$ cat src/design/hmls_pkg.sv
// Shared types, constants and per-character line scan functions for the
// HTTP message length scanner. No dependencies.
`default_nettype none

package hmls_pkg;

   localparam int HeaderCountBitsDefault = 32;
   localparam int MaxValueCharsDefault   = 23;
   localparam int NameLen                = 15;
   localparam int LinePosMax             = 16;
   localparam int DigitsMax              = 31;

   localparam logic [62:0]          ValueLimit = '1;
   localparam logic [8*NameLen-1:0] LengthName = "content-length:";
   localparam logic [31:0]          HeaderEnd  = 32'h0D0A_0D0A;

   localparam logic [7:0] ChCr    = 8'h0D;
   localparam logic [7:0] ChLf    = 8'h0A;
   localparam logic [7:0] ChSpace = 8'h20;
   localparam logic [7:0] ChTab   = 8'h09;
   localparam logic [7:0] ChZero  = 8'h30;
   localparam logic [7:0] ChNine  = 8'h39;
   localparam logic [7:0] ChUpA   = 8'h41;
   localparam logic [7:0] ChUpZ   = 8'h5A;
   localparam logic [7:0] CaseBit = 8'h20;

   typedef enum logic [1:0] {
      PH_LEAD,
      PH_DIGITS,
      PH_TRAIL
   } phase_type;

   typedef struct packed {
      logic [4:0]  pos;
      logic        matching;
      phase_type   phase;
      logic [4:0]  digits;
      logic [62:0] acc;
      logic        bad;
   } line_type;

   typedef struct packed {
      logic [7:0] data_byte;
      logic       first_of_message;
   } req_payload_type;

   typedef struct packed {
      logic        status;
      logic [63:0] total_length;
   } rsp_payload_type;

   function automatic line_type line_clear();
      line_type r;
      r.pos      = '0;
      r.matching = 1'b1;
      r.phase    = PH_LEAD;
      r.digits   = '0;
      r.acc      = '0;
      r.bad      = 1'b0;
      return r;
   endfunction

   function automatic logic [7:0] name_char(logic [3:0] p);
      return LengthName[8*(NameLen-1-int'(p)) +: 8];
   endfunction

   // A held-back CR that is not followed by LF: never a name character,
   // never blank, never a digit.
   function automatic line_type line_cr(line_type s, logic length_found);
      line_type r;
      r = s;
      if (s.pos < 5'(NameLen)) begin
         r.matching = 1'b0;
      end else if (s.matching && !length_found) begin
         if (s.phase != PH_TRAIL) begin
            r.phase = PH_DIGITS;
            if (s.digits < 5'(DigitsMax)) begin
               r.digits = s.digits + 5'd1;
            end
         end
         r.bad = 1'b1;
      end
      if (s.pos < 5'(LinePosMax)) begin
         r.pos = s.pos + 5'd1;
      end
      return r;
   endfunction

   function automatic line_type line_char(line_type s, logic [7:0] c,
                                          logic length_found,
                                          logic [4:0] max_chars);
      line_type    r;
      logic [7:0]  lc;
      logic        blank;
      logic        digit;
      logic [4:0]  cnt;
      logic [67:0] wide;
      r     = s;
      lc    = (c >= ChUpA && c <= ChUpZ) ? (c | CaseBit) : c;
      blank = (c == ChSpace) || (c == ChTab);
      digit = (c >= ChZero) && (c <= ChNine);
      cnt   = (s.digits < 5'(DigitsMax)) ? s.digits + 5'd1 : s.digits;
      // acc * 10 + digit; acc never exceeds the limit, so 68 bits hold it
      wide  = ({5'b0, s.acc} << 3) + ({5'b0, s.acc} << 1) + 68'(c - ChZero);
      if (s.pos < 5'(NameLen)) begin
         if (lc != name_char(s.pos[3:0])) begin
            r.matching = 1'b0;
         end
      end else if (s.matching && !length_found) begin
         case (s.phase)
            PH_TRAIL: begin
               if (!blank) begin
                  r.bad = 1'b1;
               end
            end
            PH_LEAD, PH_DIGITS: begin
               if (blank) begin
                  if (s.phase == PH_DIGITS) begin
                     r.phase = PH_TRAIL;
                  end
               end else begin
                  r.phase  = PH_DIGITS;
                  r.digits = cnt;
                  if (cnt > max_chars) begin
                     r.bad = 1'b1;
                  end
                  if (!digit) begin
                     r.bad = 1'b1;
                  end else if (wide[67:63] != 5'd0) begin
                     r.bad = 1'b1;
                     r.acc = ValueLimit;
                  end else begin
                     r.acc = wide[62:0];
                  end
               end
            end
            default: begin
               r.bad = 1'b1;
            end
         endcase
      end
      if (s.pos < 5'(LinePosMax)) begin
         r.pos = s.pos + 5'd1;
      end
      return r;
   endfunction

endpackage

`default_nettype wire

$ cat src/design/http_message_length_scanner.sv
// HTTP/1.1 message length scanner, top level.
// Depends on hmls_pkg (types, constants, line scan functions).
`default_nettype none

// Takes one message byte per req beat (first_of_message restarts the scan)
// and, on the beat that completes the first CR LF CR LF, emits one rsp beat:
// status 0 with total_length = header bytes (blank line included) plus the
// Content-Length value, or status 1 with total_length 0 when the first
// "Content-Length:" line is malformed (empty, non-digit, too many characters,
// above 2^63-1) or the header byte count overflows HEADER_COUNT_BITS. A
// message without a length line reports its header length alone. Bytes
// after the result are dropped until the next first_of_message beat; out of
// reset a message is taken to be in progress. Throughput is one byte per
// clock: each beat is folded into the scan state by one level of logic
// (name compare, blank/digit classify, one multiply-by-ten add) in the same
// cycle it is accepted. The result sits in an output register with a
// one-entry skid behind it, so bytes keep flowing while a result waits;
// req_ready drops only when both hold a result.
module http_message_length_scanner #(
   parameter int HEADER_COUNT_BITS = hmls_pkg::HeaderCountBitsDefault,
   parameter int MAX_VALUE_CHARS   = hmls_pkg::MaxValueCharsDefault
) (
   input  wire logic                      clock,
   input  wire logic                      reset,
   input  wire logic                      req_valid,
   output      logic                      req_ready,
   input  wire hmls_pkg::req_payload_type req_payload,
   output      logic                      rsp_valid,
   input  wire logic                      rsp_ready,
   output      hmls_pkg::rsp_payload_type rsp_payload
);

   import hmls_pkg::*;

   // scan state
   logic [23:0]              recent_ff,    recent_in;
   logic [HEADER_COUNT_BITS:0] hdr_cnt_ff, hdr_cnt_in;
   logic                     done_ff,      done_in;
   line_type                 line_ff,      line_in;
   logic                     found_ff,     found_in;
   logic [62:0]              body_ff,      body_in;
   logic                     malformed_ff, malformed_in;

   // output register and skid
   logic            rsp_valid_ff,  rsp_valid_in;
   rsp_payload_type rsp_ff,        rsp_in;
   logic            skid_valid_ff, skid_valid_in;
   rsp_payload_type skid_ff,       skid_in;

   // per-beat working values
   logic                       accept;
   logic                       pop;
   logic                       push;
   logic [7:0]                 b;
   logic [7:0]                 prev;
   logic [31:0]                window;
   logic [23:0]                cur_recent;
   logic [HEADER_COUNT_BITS:0] cur_cnt;
   logic                       cur_done;
   line_type                   cur_line;
   line_type                   after_cr;
   logic                       cur_found;
   logic [62:0]                cur_body;
   logic                       cur_malformed;
   logic                       bad;
   rsp_payload_type            result;

   assign req_ready   = !skid_valid_ff;
   assign accept      = req_valid && req_ready;
   assign pop         = rsp_valid_ff && rsp_ready;
   assign rsp_valid   = rsp_valid_ff;
   assign rsp_payload = rsp_ff;

   // Scan step: a first_of_message beat sees the reset state.
   always_comb begin
      b             = req_payload.data_byte;
      cur_recent    = req_payload.first_of_message ? '0 : recent_ff;
      cur_cnt       = req_payload.first_of_message ? '0 : hdr_cnt_ff;
      cur_done      = req_payload.first_of_message ? 1'b0 : done_ff;
      cur_line      = req_payload.first_of_message ? line_clear() : line_ff;
      cur_found     = req_payload.first_of_message ? 1'b0 : found_ff;
      cur_body      = req_payload.first_of_message ? '0 : body_ff;
      cur_malformed = req_payload.first_of_message ? 1'b0 : malformed_ff;

      prev   = cur_recent[7:0];
      window = {cur_recent, b};

      recent_in    = window[23:0];
      hdr_cnt_in   = cur_cnt[HEADER_COUNT_BITS] ? cur_cnt
                                                : cur_cnt + (HEADER_COUNT_BITS+1)'(1);
      line_in      = cur_line;
      found_in     = cur_found;
      body_in      = cur_body;
      malformed_in = cur_malformed;
      after_cr     = (prev == ChCr) ? line_cr(cur_line, cur_found) : cur_line;

      if (b == ChLf && prev == ChCr) begin
         // line end: take the first length line, then start a new line
         if (!cur_found && cur_line.matching
             && cur_line.pos > 5'(NameLen)) begin
            found_in = 1'b1;
            if (cur_line.bad || cur_line.digits == 5'd0) begin
               malformed_in = 1'b1;
            end else begin
               body_in = cur_line.acc;
            end
         end
         line_in = line_clear();
      end else if (b != ChCr) begin
         line_in = line_char(after_cr, b, cur_found, 5'(MAX_VALUE_CHARS));
      end else begin
         line_in = after_cr;   // this CR is held back; the byte after it decides its role
      end

      // end of headers: the blank line cannot itself be a length line,
      // so the current malformed and body values are final
      done_in = (window == HeaderEnd);
      bad     = cur_malformed || hdr_cnt_in[HEADER_COUNT_BITS];
      result.status       = bad;
      result.total_length = bad ? 64'd0
                                : 64'(hdr_cnt_in) + {1'b0, cur_body};
      push = accept && !cur_done && done_in;
   end

   always_ff @(posedge clock) begin
      if (reset) begin
         recent_ff    <= '0;
         hdr_cnt_ff   <= '0;
         done_ff      <= 1'b0;
         line_ff      <= line_clear();
         found_ff     <= 1'b0;
         body_ff      <= '0;
         malformed_ff <= 1'b0;
      end else if (accept && !cur_done) begin
         recent_ff    <= recent_in;
         hdr_cnt_ff   <= hdr_cnt_in;
         done_ff      <= done_in;
         line_ff      <= line_in;
         found_ff     <= found_in;
         body_ff      <= body_in;
         malformed_ff <= malformed_in;
      end
   end

   // Output register plus skid; the skid only fills while rsp is stalled.
   always_comb begin
      rsp_valid_in  = rsp_valid_ff;
      rsp_in        = rsp_ff;
      skid_valid_in = skid_valid_ff;
      skid_in       = skid_ff;
      if (skid_valid_ff) begin
         if (pop) begin
            rsp_in        = skid_ff;
            skid_valid_in = 1'b0;
         end
      end else if (push) begin
         if (!rsp_valid_ff || pop) begin
            rsp_valid_in = 1'b1;
            rsp_in       = result;
         end else begin
            skid_valid_in = 1'b1;
            skid_in       = result;
         end
      end else if (pop) begin
         rsp_valid_in = 1'b0;
      end
   end

   always_ff @(posedge clock) begin
      if (reset) begin
         rsp_valid_ff  <= 1'b0;
         skid_valid_ff <= 1'b0;
      end else begin
         rsp_valid_ff  <= rsp_valid_in;
         skid_valid_ff <= skid_valid_in;
      end
   end

   always_ff @(posedge clock) begin
      rsp_ff  <= rsp_in;
      skid_ff <= skid_in;
   end

endmodule

`default_nettype wire
$ cat config.mk
export PLATFORM = sky130hd
export DESIGN_NAME = http_message_length_scanner
export DESIGN_NICKNAME = d
export VERILOG_FILES = /design/src/design/hmls_pkg.sv /design/src/design/http_message_length_scanner.sv
export SDC_FILE = /design/constraint.sdc
export NUM_CORES = 1
export LEC_CHECK = 0
export BUFFER_PORTS_ARGS = -buffer_cell sky130_fd_sc_hd__buf_2
export CAP_MARGIN = 5
export CORE_ASPECT_RATIO = 1.4
export CORE_MARGIN = 2
export CORE_UTILIZATION = 58
export DETAILED_ROUTE_END_ITERATION = 8
export GPL_ROUTABILITY_DRIVEN = 1
export PLACE_DENSITY = 0.83
export SLEW_MARGIN = 20
export SYNTH_ARGS = -nofsm -noshare
export SYNTH_HDL_FRONTEND = slang
export SYNTH_SLANG_ARGS = --single-unit
$ cat constraint.sdc
create_clock -name clock -period 6.7 [get_ports clock]
set_input_delay 1.34 -clock clock [delete_from_list [all_inputs] [get_ports clock]]
set_output_delay 1.34 -clock clock [all_outputs]
set_load 0.1 [all_outputs]
# Yosys cells after proc, flatten, opt, wreduce, memory -nomap -nowiden
# Cells that the tools add are included.
# totals
regBits	332
in_bits	13
output_inout_bits	67
wordCells	140
# classes
add_sub_neg	10
magnitude_cmp	12
eq_ne	12
shift	1
muxes	57
bitwise	2
reduce_logical	28
# op_table
cell	count
63-bit two-way mux	6
77-bit two-way mux	4
65-bit two-way mux	4
71-bit two-way mux	2
120-bit by 8-bit variable part select with 8-bit output, first input constant	1
70-bit two-way mux	1
69-bit two-way mux	1
67-bit by 68-bit adder with 68-bit output	1
66-bit by 64-bit adder with 67-bit output	1
33-bit two-way mux	2
33-bit by 63-bit adder with 64-bit output	1
64-bit two-way mux	1
33-bit by 1-bit adder with 33-bit output, second input constant	1
32-bit by 28-bit == test with 1-bit output, second input constant	1
8-bit by 4-bit == test with 1-bit output, second input constant	3
1-bit two-way mux	24
24-bit two-way mux	1
7-bit two-way mux	3
5-bit by 1-bit adder with 5-bit output, second input constant	4
5-bit < comparator, second input constant	4
5-bit two-way mux	4
1-bit logical AND	10
5-bit by 4-bit < comparator with 1-bit output, second input constant	2
3-bit AND reduction	3
other kinds (26)	37

# Longest topological paths before layout
# Gate-level depths: netlist of the first run.
# depth
ltp_word	19
depth_mapped	28
mapped_depth_nobuf	20

# Worst setup path after synthesis of the first run
# OpenSTA, ideal clock, no wires.
# synth_timing
kind	in2reg
startpoint	input req_payload[7] (netlist name)
endpoint	register line_ff[13] (netlist name)
setup_time_ns	0.115
t_arrival_ns	7.062
t_required_ns	6.585
path_slack_ns	-0.476
stages	17
path_buffers	3
cell_sequence	clkbuf_1 -> or3_1 -> inv_1 -> fa_1 -> ha_1 -> clkbuf_1 -> nand2_1 -> nor3_1 -> nand4_1 -> a211o_1 -> a211oi_1 -> nor3_2 -> mux2i_1 -> a311o_1 -> buf_2 -> o41a_1 -> o21a_1
# synth_via
elab_chain_len	11
word_cells_on_any_way	20
classes_between	2 x add/sub; 2 x order compare; 4 x eq/ne; 8 x mux; 4 x reduce/logical
# synth_rtl
item	line_no	source
from (decl)	http_message_length_scanner.sv:27	input wire hmls_pkg::req_payload_type req_payload,
8-bit by 6-bit subtractor with 9-bit output	hmls_pkg.sv:104	wide = ({5'b0, s.acc} << 3) + ({5'b0, s.acc} << 1) + 68'(c - ChZero);
67-bit by 68-bit adder with 68-bit output	hmls_pkg.sv:104	
5-bit nonzero test	hmls_pkg.sv:129	end else if (wide[67:63] != 5'd0) begin
63-bit two-way mux	hmls_pkg.sv:129	
63-bit two-way mux	hmls_pkg.sv:127	if (!digit) begin
69-bit two-way mux	hmls_pkg.sv:117	if (blank) begin
70-bit two-way mux	hmls_pkg.sv:110	case (s.phase)
71-bit two-way mux	hmls_pkg.sv:109	end else if (s.matching && !length_found) begin
71-bit two-way mux	hmls_pkg.sv:105	if (s.pos < 5'(NameLen)) begin
77-bit two-way mux	http_message_length_scanner.sv:109	end else if (b != ChCr) begin
77-bit two-way mux *	http_message_length_scanner.sv:97	if (b == ChLf && prev == ChCr) begin
to (signal assigned)	http_message_length_scanner.sv:130	line_ff <= line_clear();
to (signal assigned)	http_message_length_scanner.sv:138	line_ff <= line_in;
to (decl)	http_message_length_scanner.sv:39	line_type line_ff, line_in;
# Every way passes the cells marked *; elsewhere a longest branch is shown, timed or not.
# A chain may end at the register's enable or synchronous reset.

# Final worst setup path of the first run
# layout_timing
startpoint	input req_payload[0] (netlist name)
endpoint	register line_ff[71] (netlist name)
# layout_via
elab_chain_len	11
word_cells_on_any_way	21
classes_between	2 x add/sub; 3 x order compare; 2 x eq/ne; 1 x shift; 10 x mux; 3 x reduce/logical
# layout_rtl
item	line_no	source
77-bit two-way mux	http_message_length_scanner.sv:80	cur_line = req_payload.first_of_message ? line_clear() : line_ff;
5-bit by 1-bit adder with 5-bit output or 5-bit < comparator (tied branches)	hmls_pkg.sv:84, hmls_pkg.sv:83	
5-bit two-way mux	hmls_pkg.sv:83	if (s.pos < 5'(LinePosMax)) begin
77-bit two-way mux	http_message_length_scanner.sv:95	after_cr = (prev == ChCr) ? line_cr(cur_line, cur_found) : cur_line;
4-bit by 4-bit subtractor with 5-bit output	hmls_pkg.sv:64	return LengthName[8*(NameLen-1-int'(p)) +: 8];
120-bit by 8-bit variable part select with 8-bit output	hmls_pkg.sv:64	
8-bit inequality test	hmls_pkg.sv:106	if (lc != name_char(s.pos[3:0])) begin
1-bit two-way mux	hmls_pkg.sv:106	
1-bit two-way mux	hmls_pkg.sv:105	
77-bit two-way mux	http_message_length_scanner.sv:109	
77-bit two-way mux	http_message_length_scanner.sv:97	
# Several ways; a longest one is shown, not always the timed one.

==> results of run 1 <==
## layout by cell type, fill, tap and decap left out, types with 26 or more instances in the layout
| cell type | n |
|---|---|
| sky130_fd_sc_hd__a211oi_1 | 34 |
| sky130_fd_sc_hd__a21o_1 | 52 |
| sky130_fd_sc_hd__a21oi_1 | 272 |
| sky130_fd_sc_hd__a22oi_1 | 84 |
| sky130_fd_sc_hd__a31oi_1 | 26 |
| sky130_fd_sc_hd__and3_1 | 43 |
| sky130_fd_sc_hd__buf_2 | 77 |
| sky130_fd_sc_hd__buf_4 | 71 |
| sky130_fd_sc_hd__clkbuf_16 | 37 |
| sky130_fd_sc_hd__dfxtp_1 | 201 |
| sky130_fd_sc_hd__edfxtp_1 | 130 |
| sky130_fd_sc_hd__fa_1 | 63 |
| sky130_fd_sc_hd__ha_1 | 112 |
| sky130_fd_sc_hd__inv_1 | 84 |
| sky130_fd_sc_hd__nand2_1 | 340 |
| sky130_fd_sc_hd__nand3_1 | 77 |
| sky130_fd_sc_hd__nand4_1 | 29 |
| sky130_fd_sc_hd__nor2_1 | 283 |
| sky130_fd_sc_hd__nor2b_1 | 106 |
| sky130_fd_sc_hd__nor3_1 | 56 |
| sky130_fd_sc_hd__o21ai_0 | 180 |
| sky130_fd_sc_hd__o31ai_1 | 27 |
| sky130_fd_sc_hd__xnor2_1 | 88 |
| sky130_fd_sc_hd__xor2_1 | 57 |
## worst min-delay path by stage
stage	startpoint	end
floorplan	line_ff[18]	line_ff[18]
global placement	line_ff[57]	line_ff[57]
detailed placement	line_ff[44]	line_ff[44]
CTS	line_ff[60]	line_ff[60]
global route	line_ff[48]	line_ff[48]
finish	line_ff[60]	line_ff[60]
## sequential cells by signal (all words and copies together), names as in the netlist, 24 cells and up
signal and cells:
hdr_cnt_ff 33, skid_ff 65, body_ff 63, recent_ff 24, line_ff 77, rsp_payload 65
## stage by stage
| stage | worst slack (ns) | instance area, um2 |
|---|---|---|
| finish | 0.526 | 25900 |
| detailed placement | 0.110 | 24700 |
| global placement | 0.289 | 24700 |
| global route | 0.142 | 25900 |
| floorplan | 0.0251 | 23700 |
| CTS | 0.626 | 25900 |
## kinds of logic after synthesis
family / Yosys count / synth area share
and+or+nand+nor: 1080 / 0.218
AOI/OAI and AO/OA: 853 / 0.229
DFF: 332 / 0.336
buffers and inverters: 255 / 0.0418
adders and majority gates: 175 / 0.113
xor gates and xnor gates: 147 / 0.0556
muxes: 17 / 0.00783
## worst reg2reg max path: stages (launching register included)
cell	delay (ns)
sky130_fd_sc_hd__dfxtp_1	0.39
sky130_fd_sc_hd__nor2b_1	0.17
sky130_fd_sc_hd__ha_1	0.22
sky130_fd_sc_hd__nand4_1	0.17
sky130_fd_sc_hd__a211oi_1	0.31
sky130_fd_sc_hd__nand2_1	0.15
sky130_fd_sc_hd__nor3_1	0.34
sky130_fd_sc_hd__nand3_1	0.15
sky130_fd_sc_hd__xnor2_1	0.24
sky130_fd_sc_hd__ha_1	0.34
sky130_fd_sc_hd__a21o_1	0.22
sky130_fd_sc_hd__a21o_1	0.17
sky130_fd_sc_hd__a21oi_1	0.24
sky130_fd_sc_hd__o21ai_0	0.12
sky130_fd_sc_hd__a221o_1	0.40
sky130_fd_sc_hd__a211oi_1	0.45
sky130_fd_sc_hd__nor3_1	0.11
sky130_fd_sc_hd__buf_4	0.22
sky130_fd_sc_hd__nand4_1	0.12
sky130_fd_sc_hd__xor2_1	0.23
sky130_fd_sc_hd__o21ai_0	0.15
## power by group through the flow
stage                     logic [mW]  registers, mW  clock network, mW
after floorplan                0.224           2.14                  0
after global placement         0.310           2.14                  0
after detailed placement       0.317           2.14                  0
after CTS                      0.319           2.10               1.97
after global routing           0.353           2.10               2.05
final                          0.326           2.10               1.96
## routing by layer
metal,share of wire,vias up,wire length (um)
li1,-,10400,-
met1,0.39,10600,27100
met2,0.50,943,34100
met3,0.058,239,3970
met4,0.052,2,3610
met5,0.00019,-,13
## cells in the mapped netlist (20+ instances only)
library cell	number	area share
sky130_fd_sc_hd__o21ai_0	181	0.038
sky130_fd_sc_hd__a22oi_1	84	0.027
sky130_fd_sc_hd__o211ai_1	20	0.0063
sky130_fd_sc_hd__nor2_1	285	0.045
sky130_fd_sc_hd__o31ai_1	27	0.0086
sky130_fd_sc_hd__nor4_1	22	0.0058
sky130_fd_sc_hd__ha_1	112	0.059
sky130_fd_sc_hd__nand4_1	29	0.0077
sky130_fd_sc_hd__edfxtp_1	130	0.17
sky130_fd_sc_hd__o21a_1	20	0.0063
sky130_fd_sc_hd__nand2b_1	22	0.0058
sky130_fd_sc_hd__nand3_1	77	0.016
sky130_fd_sc_hd__a31oi_1	26	0.0069
sky130_fd_sc_hd__nor3_1	56	0.012
sky130_fd_sc_hd__o21bai_1	20	0.0063
sky130_fd_sc_hd__fa_1	63	0.053
sky130_fd_sc_hd__a21oi_1	273	0.058
sky130_fd_sc_hd__and3_1	43	0.011
sky130_fd_sc_hd__inv_1	85	0.013
sky130_fd_sc_hd__xnor2_1	88	0.033
sky130_fd_sc_hd__dfxtp_1	202	0.17
sky130_fd_sc_hd__a21o_1	52	0.017
sky130_fd_sc_hd__nor2b_1	106	0.028
sky130_fd_sc_hd__clkbuf_1	139	0.022
sky130_fd_sc_hd__xor2_1	57	0.021
sky130_fd_sc_hd__a211oi_1	34	0.011
sky130_fd_sc_hd__nand2_1	340	0.054
## cell type report
type | instances | area [um2]
inverters | 87 | 330
multi-input cells | 2272 | 14800
clock buffers | 52 | 1030
well taps | 534 | 668
repair buffers | 151 | 978
clock inverters | 12 | 116
flip-flops and latches | 332 | 7950
fillers | 3332 | 14400
==> results.txt, run 1 <==
----------------------------------------------------
[Drt]
  Via Count ... 22100
  Total DRC errors in the routed layout ... 0
  Detail-routed net length per standard cell ... 20.0 um
  1st-iter DRT viols ... 2116
  Post-Route WL ... 68.8 mm
  DRT antenna net count ... 0
  Number of vias per cell after detailed routing ... 6.43
  Number of search-and-repair iterations in the first detailed-routing pass ... 6

[Synthesis]
  Nets in the synthesized netlist ... 3047
  Number of synthesized register bits ... 332
  Post-synthesis instance area ... 23700 um2
  Mean instance size in the synthesized netlist ... 8.27 um2
  Sequential share of the synthesized area ... 0.336
  Distinct cell type count of the synthesized netlist ... 89
  Number of enable flip-flop cells after synthesis ... 130
  Synth warnings ... 0
  Share of async-settable or async-resettable flops after synthesis ... 0
  Dominant register cell in the synthesized netlist ... sky130_fd_sc_hd__dfxtp_1
  Syn Inst Count ... 2859

[Clock network]
  CTS-repair resized insts ... 0
  CTS H-tree lvls ... 2
  Setup bufs post-CTS ... 0
  Clk_lat worst skew ... 0.55 ns
  Clock tree from TritonCTS ... built
  Clock root cell ... sky130_fd_sc_hd__clkbuf_16
  Clock-pin slew of the registers on the worst-case setup and hold paths ... 0.06 ns
  TritonCTS Buffers ... 35
  TritonCTS sink count ... 332
  Buffer depth of the longest clock path ... 3
  Post-cts hold buffer count ... 0

[Floorplanning]
  IO Pins ... 80
  Horizontal die dimension ... 175 um
  Area of the die ... 42400 um2
  Initial Util ... 0.587
  Count of standard-cell rows ... 87
  Core region area ... 40300 um2
  Vertical die dimension ... 243 um

[Global routing]
  Pin count of the biggest net entering global routing ... 80
  Overall overflow remaining after global route ... 0
  All-layer global routing usage ... 0.320
  Via count of the first global-routing pass ... 21500
  Most congested layer reported by global routing ... met2
  Met1 global-route usage ... 0.386
  Initial antenna violation count ... 1
  Wire length of the first global-routing pass ... 111 mm
  Global Route met3 Usage ... 0.0368
  Global routing met2 resource utilization ... 0.565

[Setup path]
  Largest incremental delay on the critical path ... 0.75 ns
  Highest net fanout along the worst path ... 28
  Worst Setup Start Kind ... input port
  Dominant delay contributor by cell family on the critical path ... compound AO/OA/AOI/OAI gates
  Worst Path Buf+Inv ... 4
  CP startpoint ... req_payload[0]
  FF-to-FF Start ... hdr_cnt_ff[0]
  Register-to-register path setup slack ... 1.53 ns
  Data arrival time of the worst path ... 6.64 ns
  CP endpoint kind ... flip-flop
  Slowest-stage cell, CP ... sky130_fd_sc_hd__o221ai_1
  Reg-to-reg critical path endpoint ... rsp_payload[59]
  Count of cells along the worst register-to-register path ... 20
  Last element of the critical path ... line_ff[71]
  Kind of critical path ... in2reg
  Worst-path cell chain ... buf_4 -> buf_4 -> buf_4 -> nand2b_1 -> and4_1 -> xnor2_1 -> inv_1 -> ha_1 -> nand2b_1 -> or3_1 -> o221ai_1 -> nor4_1 -> o22a_1 -> or3_1 -> a2111oi_2 -> o2111ai_1 -> a31oi_1
  Most common cell on crit path ... sky130_fd_sc_hd__buf_4
  Number of cells on the critical path ... 17
  Critical Path RT ... 7.16 ns

[Timing]
  Total count of hold-check failures in the final report ... 0
  Setup Viol. Count Final ... 0
  Final-layout worst hold slack ... 0.445 ns
  Post-route clock period utilization ... 0.921
  Upper clock frequency limit ... 162 MHz
  Tightest Pin Transition ... 1.01 ns
  Setup Skew ... 0.0341 ns
  Post-route minimum period ... 6.17 ns
  Number of pins exceeding their max-slew limit in the final report ... 0
  Unrepaired setup endpoints after global routing ... no
  Aggregate negative setup slack ... 0 ns
  Worst slew slack as a fraction of its limit ... 0.323

[Worst hold path]
  Number of stages on the worst hold path ... 2
  Class of the tightest hold or removal check ... reg2reg

[Pwr]
  Sequential Power Share ... 0.479
  Post-route total power ... 4.38 mW
  Max IR drop VDD ... 0.167 mV
  Internal power ... 3.31 mW
  Switching power total ... 1.08 mW
  Power density of the placed cells ... 169 nW/um2
  LEAKAGE ... 9.95 nW
  Net Sw Frac ... 0.245
  Clock group share of total power ... 0.447
  Proportion of power drawn by combinational gates ... 0.074

[Finish]
  Area growth from synthesis to final layout ... 9.37%
  Total number of nets in the final design ... 3067
  Fin util ... 0.642
  N_diodes ... 0
  Final cell count without fillers ... 3440
  Layout cell share with drive strength beyond 1 ... 0.0898

[Place]
  Cell Count Post-Placement ... 3376
  Weighted congestion reported at the end of routability-driven placement ... 1.03
  Number of input and output port buffers inserted ... 79
  Hpwl dp ... 51.1 mm

[Job]
  Maximum capacitance violations ... 0

[Run status]
  Result of the run ... finished, final reports clean

----------------------------------------------------
(Power assumes the default switching activity.)
==> run 2, diff against run 1 <==
--- a/config.mk
+++ b/config.mk
@@ -8,7 +8,6 @@
 export BUFFER_PORTS_ARGS = -buffer_cell sky130_fd_sc_hd__buf_2
 export CAP_MARGIN = 5
 export CORE_ASPECT_RATIO = 1.4
-export CORE_MARGIN = 2
 export CORE_UTILIZATION = 58
 export DETAILED_ROUTE_END_ITERATION = 8
 export GPL_ROUTABILITY_DRIVEN = 1
==> run 2 against run 1 <==
Worst setup slack got worse by 0.081 ns. Combinational power about the same. Largest cell class unchanged. Sequential power about the same. Clock skew decreased by 0.015 ns. Critical endpoint is now line_ff[4]. Critical path depth increased by 1. Utilization about the same.
==> results.txt, run 2 (same netlist as run 1, synthesis figures left out) <==
----------------------------------------------------
[Clock network]
  Post-cts hold buffer count ... 0 (unchanged)
  Clock root cell ... sky130_fd_sc_hd__clkbuf_16
  CTS H-tree lvls ... 2 (unchanged)
  Clock-pin slew of the registers on the worst-case setup and hold paths ... 0.07 ns (about the same)
  TritonCTS Buffers ... 34 (-2.9%)
  Clk_lat worst skew ... 0.54 ns (about the same)
  Buffer depth of the longest clock path ... 3 (unchanged)
  Setup bufs post-CTS ... 0 (unchanged)
  CTS-repair resized insts ... 0 (unchanged)
  TritonCTS sink count ... 332 (unchanged)
  Clock tree from TritonCTS ... built

[Finish]
  Area growth from synthesis to final layout ... 9.45% (about the same)
  Most common library cell in the layout ignoring fill and taps ... sky130_fd_sc_hd__nand2_1
  N_diodes ... 0 (unchanged)
  Fin util ... 0.643 (about the same)
  Fin area ... 25900 um2 (about the same)
  Largest register FFs ... 77 (unchanged)
  Layout cell share with drive strength beyond 1 ... 0.0913 (+0.00153)
  Most frequent cells in the layout ... sky130_fd_sc_hd__nand2_1, sky130_fd_sc_hd__nor2_1, sky130_fd_sc_hd__a21oi_1
  Total number of nets in the final design ... 3076 (+0.29%)
  Largest register by flop count ... line_ff

[Setup path]
  Worst Path Buf+Inv ... 4 (unchanged)
  Data arrival time of the worst path ... 6.70 ns (+0.06 ns)
  Most common cell on crit path ... sky130_fd_sc_hd__ha_1
  Highest net fanout along the worst path ... 31 (+11%)
  Worst-path cell chain ... buf_2 -> ha_1 -> or3_4 -> clkinvlp_4 -> buf_12 -> fa_1 -> ha_1 -> a21oi_1 -> o21a_1 -> o221ai_1 -> o311ai_1 -> o21ai_0 -> nor3_2 -> mux2i_1 -> a311o_1 -> buf_4 -> o41ai_1 -> a221oi_1
  Dominant delay contributor by cell family on the critical path ... compound AO/OA/AOI/OAI gates
  Worst Setup Start Kind ... input port
  CP endpoint kind ... flip-flop
  Kind of critical path ... in2reg
  Slowest-stage cell, CP ... sky130_fd_sc_hd__a311o_1
  Critical Path RT ... 7.14 ns (-0.02 ns)
  Largest incremental delay on the critical path ... 0.84 ns (+0.09 ns)

[Pwr]
  Post-route total power ... 4.31 mW (-1.6%)
  Max IR drop VDD ... 0.137 mV (-18%)
  Power density of the placed cells ... 167 nW/um2 (-1.7%)
  LEAKAGE ... 9.95 nW (about the same)

[Timing]
  Setup Skew ... 0.0192 ns (-0.0149 ns)
  Tightest Pin Transition ... 1.20 ns (+0.183 ns)
  Unrepaired setup endpoints after global routing ... no
  Worst Setup Slack, final ... 0.445 ns (-0.0814 ns)
  Setup Viol. Count Final ... 0 (unchanged)
  Upper clock frequency limit ... 160 MHz (-1.3%)
  Worst slew slack as a fraction of its limit ... 0.181 (-0.142)
  Total count of hold-check failures in the final report ... 0 (unchanged)
  Post-route minimum period ... 6.26 ns (+0.0814 ns)
  Number of pins exceeding their max-slew limit in the final report ... 0 (unchanged)
  Post-route clock period utilization ... 0.934 (+0.0121)
  Aggregate negative setup slack ... 0 ns (unchanged)

[Floorplanning]
  Core region area ... 40300 um2 (unchanged)
  Area of the die ... 41600 um2 (-2.0%)
  Horizontal die dimension ... 173 um (-1.1%)
  Vertical die dimension ... 241 um (-0.82%)
  Initial Util ... 0.587 (unchanged)
  Count of standard-cell rows ... 87 (unchanged)
  IO Pins ... 80 (unchanged)

[Place]
  Total cell area at the placement stage ... 24800 um2 (+0.39%)
  Weighted congestion reported at the end of routability-driven placement ... 1.03 (+0.36%)
  Number of input and output port buffers inserted ... 79 (unchanged)
  Post-Place Worst Slack ... 0.00814 ns (-0.102 ns)
  Hpwl dp ... 50.5 mm (-1.2%)

[Drt]
  Number of search-and-repair iterations in the first detailed-routing pass ... 6 (unchanged)
  Number of vias per cell after detailed routing ... 6.40 (-0.55%)
  Total DRC errors in the routed layout ... 0 (unchanged)
  1st-iter DRT viols ... 2015 (-4.8%)
  Detail-routed net length per standard cell ... 19.7 um (-1.3%)
  Via Count ... 22000 (-0.38%)
  DRT antenna net count ... 0 (unchanged)
  Post-Route WL ... 68.0 mm (-1.1%)

[Global routing]
  Pin count of the biggest net entering global routing ... 76 (-5.0%)
  Overall overflow remaining after global route ... 0 (unchanged)
  Initial antenna violation count ... 0 (-1)
  Via count of the first global-routing pass ... 21200 (-1.6%)
  Wire length of the first global-routing pass ... 109 mm (-2.3%)
  All-layer global routing usage ... 0.321 (+0.000924)

[Run status]
  Result of the run ... finished, final reports clean

[Worst hold path]
  Class of the tightest hold or removal check ... reg2reg

[Job]
  Maximum capacitance violations ... 0 (unchanged)

----------------------------------------------------
run 2: cell count changes in the layout (fill, tap and decap cells not counted), moves of 2 or more:
cell | previous run | this run
sky130_fd_sc_hd__buf_12 | 3 | 5
sky130_fd_sc_hd__clkbuf_1 | 9 | 6
sky130_fd_sc_hd__clkbuf_8 | 5 | 1
sky130_fd_sc_hd__inv_6 | 3 | 1
sky130_fd_sc_hd__clkbuf_16 | 37 | 35
sky130_fd_sc_hd__buf_4 | 71 | 79
sky130_fd_sc_hd__clkinv_1 | 1 | 5
sky130_fd_sc_hd__clkinvlp_4 | 2 | 5
run 2: report_power, final:
group | switching [mW] | internal [mW]
logic | 0.228 | 0.0962
registers | 0.00781 | 2.09
clock network | 0.835 | 1.05
total | 1.07 | 3.24
run 2: final cells by class:
type                       count  area, um2
multi-input combinational   2272      14800
fill                        3340      14400
sequential                   332       7950
timing repair buffer         161       1080
clock buffer                  42        912
tap                          534        668
inverter                      87        330
clock inverter                18        159
run 2: worst register-to-register path: cells and delay by family, from the launching register on:
family / cells / cell delay [ns]
compound gates: 4 / 1.30
xor+xnor: 1 / 0.18
fa+ha+maj: 2 / 0.49
buf+inv: 1 / 0.24
flops: 1 / 0.37
simple gates: 12 / 2.65
run 2: stage by stage:
stage               hold slack [ns]  instances
global route                  0.476       3446
floorplan                     0.417       2859
finish                        0.449       3446
CTS                           0.450       3446
global placement              0.428       3386
detailed placement            0.435       3386
run 2: final timing paths:
path / startpoint / endpoint / slack (ns) / depth (start not counted)
setup / recovery: req_payload[5] / line_ff[4] / 0.44 / 18
hold / removal: line_ff[48] / line_ff[48] / 0.45 / 2
setup reg to reg: hdr_cnt_ff[1] / rsp_payload[53] / 1.23 / 20
hold reg to reg: line_ff[48] / line_ff[48] / 0.45 / 2
run 2: metal layers:
layer	part of all wire	global-route usage	routed length (um)	vias to the layer above
li1	-	-	-	10400
met1	0.39	0.374	26500	10500
met2	0.49	0.575	33600	926
met3	0.055	0.0328	3750	252
met4	0.062	0.189	4210	0
met5	0	0	0	-
